**config.mk**
```make
export PLATFORM = sky130hd
export DESIGN_NAME = pftbl_ctrl
export DESIGN_NICKNAME = d
export VERILOG_FILES = /design/src/sv/pftbl_pkg.sv /design/src/sv/pftbl_ctrl.sv
export SDC_FILE = /design/constraint.sdc
export NUM_CORES = 1
export LEC_CHECK = 0
export ABC_AREA = 1
export BUFFER_PORTS_ARGS = -buffer_cell sky130_fd_sc_hd__buf_2
export CORE_AREA = 2 2 39 41
export DETAILED_ROUTE_END_ITERATION = 16
export DIE_AREA = 0 0 41 43
export PLACE_DENSITY = 0.48
export SLEW_MARGIN = 10
export SYNTH_ARGS = -nofsm -noshare
export SYNTH_HDL_FRONTEND = slang
export SYNTH_SLANG_ARGS = --single-unit
```
**constraint.sdc**
```tcl
create_clock -name i_clk -period 1.4 [get_ports i_clk]
set_input_delay 0.14 -clock i_clk [delete_from_list [all_inputs] [get_ports i_clk]]
set_output_delay 0.14 -clock i_clk [all_outputs]
set_load 0.01 [all_outputs]
```
**src/sv/pftbl_pkg.sv**
```systemverilog
`timescale 1ns / 1ps
`default_nettype none

package pftbl_pkg;

    // Defaults for the top-level parameters
    localparam int FLOW_COUNT_DEF    = 1024;
    localparam int FRACTION_BITS_DEF = 16;

    // Field widths
    localparam int OP_W      = 2;
    localparam int FLOW_W    = 10;
    localparam int AMT_W     = 16;
    localparam int TOK_W     = 16;
    localparam int CAP_W     = 16;
    localparam int RATE_W    = 32;
    localparam int TIME_W    = 32;
    localparam int CFG_W     = 32;
    localparam int CFG_IDX_W = 1;

    // Operation codes
    typedef logic [OP_W-1:0] t_op;
    localparam t_op OP_TICK    = 2'd0;
    localparam t_op OP_CONSUME = 2'd1;
    localparam t_op OP_RESTORE = 2'd2;

    // Register indexes
    typedef logic [CFG_IDX_W-1:0] t_cfg_idx;
    localparam t_cfg_idx CFG_CAPACITY = 1'd0;
    localparam t_cfg_idx CFG_REFILL   = 1'd1;

    localparam logic [CAP_W-1:0]  CAP_RESET  = 16'd16;
    localparam logic [RATE_W-1:0] RATE_RESET = 32'd65536;

    // Controller to datapath
    typedef struct packed {
        logic clear_wr;
        logic tick;
        logic restore;
        logic load;
        logic mul;
        logic commit;
    } t_cmd;

    // Datapath to controller
    typedef struct packed {
        logic clear_last;
        logic out_free;
    } t_status;

endpackage

`default_nettype wire

```
**src/sv/pftbl_ctrl.sv**
```systemverilog
`timescale 1ns / 1ps
`default_nettype none

module pftbl_ctrl (
    input  logic               i_clk,
    input  logic               i_rst_n,
    input  logic               i_in_valid,
    input  pftbl_pkg::t_op     i_op,
    input  pftbl_pkg::t_status i_status,
    output logic               o_in_ready,
    output pftbl_pkg::t_cmd    o_cmd
);
    import pftbl_pkg::*;

    localparam logic [1:0] ST_CLEAR = 2'd0;
    localparam logic [1:0] ST_IDLE  = 2'd1;
    localparam logic [1:0] ST_MUL   = 2'd2;
    localparam logic [1:0] ST_WB    = 2'd3;

    logic [1:0] r_state;
    logic [1:0] n_state;

    // State register
    always_ff @(posedge i_clk) begin
        if (!i_rst_n) begin
            r_state <= ST_CLEAR;
        end else begin
            r_state <= n_state;
        end
    end

    // Clear the table after reset, then sequence one word at a time; a consume goes through read, multiply, write back
    always_comb begin
        n_state    = r_state;
        o_cmd      = '0;
        o_in_ready = 1'b0;
        case (r_state)
            ST_CLEAR: begin
                o_cmd.clear_wr = 1'b1;
                if (i_status.clear_last) begin
                    n_state = ST_IDLE;
                end
            end
            ST_IDLE: begin
                o_in_ready = 1'b1;
                if (i_in_valid) begin
                    case (i_op)
                        OP_TICK:    o_cmd.tick = 1'b1;
                        OP_RESTORE: o_cmd.restore = 1'b1;
                        OP_CONSUME: begin
                            o_cmd.load = 1'b1;
                            n_state    = ST_MUL;
                        end
                        default: ;
                    endcase
                end
            end
            ST_MUL: begin
                o_cmd.mul = 1'b1;
                n_state   = ST_WB;
            end
            ST_WB: begin
                // Hold until the output register can take the result
                if (i_status.out_free) begin
                    o_cmd.commit = 1'b1;
                    n_state      = ST_IDLE;
                end
            end
            default: n_state = ST_IDLE;
        endcase
    end

endmodule

`default_nettype wire

```
==> results_tabular.tex <==
\begin{tabular}{lr}
\hline
Metric & Value \\
\hline
\multicolumn{2}{l}{\textbf{Critical path}} \\
\quad Capturing point of the worst reg2reg path & r\_state[1]\$\_SDFFE\_PN0P\_ \\
\quad Most numerous cell on the critical path & sky130\_fd\_sc\_hd\_\_inv\_2 \\
\quad Required time worst endpoint & between 1000 and 1500 ps \\
\quad Cell-by-cell trace of the critical path & inv\_2, ha\_4, inv\_2, nor4\_2, buf\_2 \\
\quad Worst reg2reg setup slack & around 270 ps \\
\quad Critical path startpoint category & flop \\
\quad Crit path max fanout & 4 \\
\quad Capturing element type of the critical path & output port \\
\quad CP Depth & 5 \\
\quad Data arrival at the endpoint of the critical path & 1190 ps \\
\quad Top cell family by delay on the critical path & flip-flops \\
\quad Path type of the worst setup path & reg -> out \\
\quad Critical path buffer and inverter count & 3 \\
\quad Largest stage delay on the critical path & 330 ps \\
\quad Number of cells on the worst reg-to-reg path & 8 \\
\quad Standard cell with the maximum stage delay on the critical path & sky130\_fd\_sc\_hd\_\_dfxtp\_2 \\
\quad Reg2reg start & r\_state[0]\$\_SDFFE\_PN0P\_ \\
\multicolumn{2}{l}{\textbf{Clock tree}} \\
\quad H-tree Lvls & 1 \\
\quad Clock insertion delay at the later pin of the skew report & around 220 ps \\
\quad TritonCTS clock tree & built \\
\quad Bufs on Longest Clock Path & 2 \\
\quad Total of hold buffers inserted after clock tree synthesis & 0 \\
\quad Setup repair bufs after CTS & 0 \\
\quad \# clock sinks & 2 \\
\quad CTS clock-pin slew for the worst setup and hold paths & 30 ps \\
\quad CTS root buf & sky130\_fd\_sc\_hd\_\_clkbuf\_4 \\
\quad Total CTS buffers & 3 \\
\multicolumn{2}{l}{\textbf{Die}} \\
\quad Die extent in y & between 40 and 50 um \\
\quad Number of top-level pins & 14 \\
\quad Initial Util & 0.180 \\
\quad Row cnt & 14 \\
\quad Area enclosed by the die boundary & 1760 um\^{}2 \\
\quad Standard cell core area & 1380 um\^{}2 \\
\quad Width of the die & between 40 and 50 um \\
\multicolumn{2}{l}{\textbf{Detailed routing}} \\
\quad Post-route DRC violation count & 0 \\
\quad Starting DRC count in detailed routing & 3 \\
\quad Via density & around 3.7 \\
\quad Number of nets still failing antenna checks after routing & 0 \\
\quad Detailed-router iteration count before antenna repair & 2 \\
\quad Via total after detailed routing & 254 \\
\quad Wirelength, routed & approximately 530 um \\
\quad Post-detailed-route wirelength per cell & slightly below 8 um \\
\multicolumn{2}{l}{\textbf{Min path}} \\
\quad Worst hold stages & 3 \\
\quad Min-Delay Path Class & in -> reg \\
\quad Worst Hold Endpoint & r\_state[1]\$\_SDFFE\_PN0P\_ \\
\quad Worst min-delay path startpoint & i\_rst\_n \\
\multicolumn{2}{l}{\textbf{Status}} \\
\quad Run status & completed \\
\multicolumn{2}{l}{\textbf{Global route}} \\
\quad Gr usage total & 0.0701 \\
\quad Antenna violations before repair & 0 \\
\quad Aggregate global routing overflow & 0 \\
\quad Via count of the first global-routing pass & 230 \\
\quad First-pass GRT wire length & $\sim$810 um \\
\quad Pin count of the biggest net entering global routing & 5 \\
\multicolumn{2}{l}{\textbf{Timing}} \\
\quad Unrepaired setup endpoints after global routing & false \\
\quad Final worst path period share & 0.947 \\
\quad Slew of the pin with the lowest slew margin & 187 ps \\
\quad Number of endpoints failing setup at the final stage & 0 \\
\quad Slew headroom & 0.874 \\
\quad Fin Clk Skew & about 0.21 ps \\
\quad Highest achievable clock rate & 0.754 GHz \\
\quad TNS Setup & 0 ps \\
\quad Minimum clock period & between 1000 and 1500 ps \\
\quad Final hold violations & 0 \\
\quad Worst hold slack & 150 ps \\
\quad Max Transition Viols Final & 0 \\
\multicolumn{2}{l}{\textbf{Final layout}} \\
\quad NumNets Final & 65 \\
\quad Max reg flops & 2 \\
\quad Fraction of final layout cells with drive strength greater than 1 & 0.712 \\
\quad Area growth, synth to finish & 54.3\% \\
\quad Commonest cells after routing, fill and taps aside & sky130\_fd\_sc\_hd\_\_buf\_2, sky130\_fd\_sc\_hd\_\_nand2\_2, sky130\_fd\_sc\_hd\_\_inv\_2, sky130\_fd\_sc\_hd\_\_inv\_1 \\
\quad Register containing the most flip-flops in the final layout & r\_state \\
\quad Number of diodes added for antenna fixing & 0 \\
\quad Number of fillers in the final layout & roughly 160 \\
\quad Largest registers in the final layout & r\_state: 2 flops \\
\quad Most common cell after layout, fill and taps aside & sky130\_fd\_sc\_hd\_\_buf\_2 \\
\multicolumn{2}{l}{\textbf{Synth}} \\
\quad Seq/Total Area, Yosys & 0.161 \\
\quad Portion of synthesized cell area occupied by the leading cell type & 0.201 \\
\quad Leading area contributor after synthesis & sky130\_fd\_sc\_hd\_\_ha\_1 \\
\quad Mean instance size in the synthesized netlist & between 6 and 7 um\^{}2 \\
\quad Number of flip-flops and latches in the synthesized netlist & 2 \\
\quad Post-synthesis cell type count & 13 \\
\quad Count of warnings emitted by yosys & 0 \\
\quad Mapped cell area & about 250 um\^{}2 \\
\quad Synth Net Count & 47 \\
\quad Synth top area cells & sky130\_fd\_sc\_hd\_\_ha\_1, sky130\_fd\_sc\_hd\_\_dfxtp\_1, sky130\_fd\_sc\_hd\_\_nand2\_2, sky130\_fd\_sc\_hd\_\_inv\_1, sky130\_fd\_sc\_hd\_\_nand3\_2 \\
\quad Post-synthesis instance total & 36 \\
\multicolumn{2}{l}{\textbf{Power and ir drop}} \\
\quad Power density over the cells & $\sim$1500 nW/um\^{}2 \\
\quad Static Leak & approximately 0.00021 uW \\
\quad Worst vdd ir & slightly below 0.5 mV \\
\multicolumn{2}{l}{\textbf{Placed design}} \\
\quad Weighted congestion reported at the end of routability-driven placement & 0.734 \\
\quad Buffers on Ports & 13 \\
\quad Detailed placement HPWL & about 420 um \\
\multicolumn{2}{l}{\textbf{Flow run}} \\
\quad Max-cap violations & 0 \\
\hline
\end{tabular}
[per-stage QoR]
stage | instances | power, uW | area, um^2 | setup slack (ps) | utilization
floorplan | 36 | 352 | 249 | 99.3 | -
global placement | 65 | 434 | 334 | 167 | 0.241
detailed placement | 65 | 434 | 334 | 160 | 0.241
CTS | 68 | 603 | 372 | 20.2 | 0.269
global route | 68 | 646 | 384 | 21.2 | 0.278
finish | 68 | 591 | 384 | 74.0 | 0.278
[synthesized netlist by cell type]
master / number
sky130_fd_sc_hd__a21oi_2: 2
sky130_fd_sc_hd__nand3_1: 1
sky130_fd_sc_hd__clkinv_1: 1
sky130_fd_sc_hd__nand2_1: 3
sky130_fd_sc_hd__nor4_1: 2
sky130_fd_sc_hd__ha_1: 4
sky130_fd_sc_hd__inv_2: 4
sky130_fd_sc_hd__nand3_2: 2
sky130_fd_sc_hd__nor2_1: 2
sky130_fd_sc_hd__dfxtp_1: 2
sky130_fd_sc_hd__nor2_2: 1
sky130_fd_sc_hd__nand2_2: 6
sky130_fd_sc_hd__inv_1: 6
[where the power goes]
part / leakage (uW) / switching, uW / total (uW) / internal [uW]
Sequential: 0.0000172 / 31.7 / 117 / 85.4
Clock: 0.0000138 / 32.1 / 127 / 94.5
Combinational: 0.000180 / 201 / 347 / 146
Total: 0.000211 / 265 / 591 / 326
[cells by family after synthesis]
logic type / after synthesis / synth area share
AOI/OAI and AO/OA: 2 / 0.0704
DFF: 2 / 0.161
and+or+nand+nor: 17 / 0.402
adders and majority gates: 4 / 0.201
buffers and inverters: 11 / 0.166
[worst register-to-register path: stages, from the launching register on]
cell	delay (ps)
sky130_fd_sc_hd__dfxtp_2	360
sky130_fd_sc_hd__inv_1	70
sky130_fd_sc_hd__ha_1	220
sky130_fd_sc_hd__nand2_2	80
sky130_fd_sc_hd__nand2_2	50
sky130_fd_sc_hd__inv_2	80
sky130_fd_sc_hd__nand3_2	70
sky130_fd_sc_hd__nand2_2	60
sky130_fd_sc_hd__nor2_2	30
[final cells by class]
cell class                 count  area, um^2  share of cell area
inverter                      11        41.3               0.107
sequential                     2        42.5               0.111
multi-input combinational     23         193               0.502
clock buffer                   3        22.5              0.0586
timing repair buffer          13        65.1               0.169
tap                           16        20.0              0.0521
[layer usage]
metal | vias to the layer above | track usage | share of wire
li1 | 143 | - | -
met1 | 105 | 0.0732 | 0.44
met2 | 6 | 0.100 | 0.50
met3 | 0 | 0.0157 | 0.054
met4 | 0 | 0.0800 | 0
met5 | - | 0 | 0
[how the worst max path moves through the flow]
| stage | startpoint | to | slack (ps) |
|---|---|---|---|
| finish | r_state[1]$_SDFFE_PN0P_ | o_cmd[4] | 70 |
| global route | r_state[1]$_SDFFE_PN0P_ | o_cmd[4] | 20 |
| CTS | r_state[1]$_SDFFE_PN0P_ | o_cmd[3] | 20 |
| detailed placement | r_state[1]$_SDFFE_PN0P_ | o_cmd[3] | 160 |
| global placement | r_state[1]$_SDFFE_PN0P_ | o_cmd[3] | 170 |
| floorplan | r_state[1]$_SDFFE_PN0P_ | o_cmd[3] | 100 |
[timing repair]
action	4_1_cts	5_1_grt
pin swaps	0	1
setup endpoints to repair	2	2
gates resized for setup	5	2
gates cloned	0	0
Power figures use the tool's default switching activity.
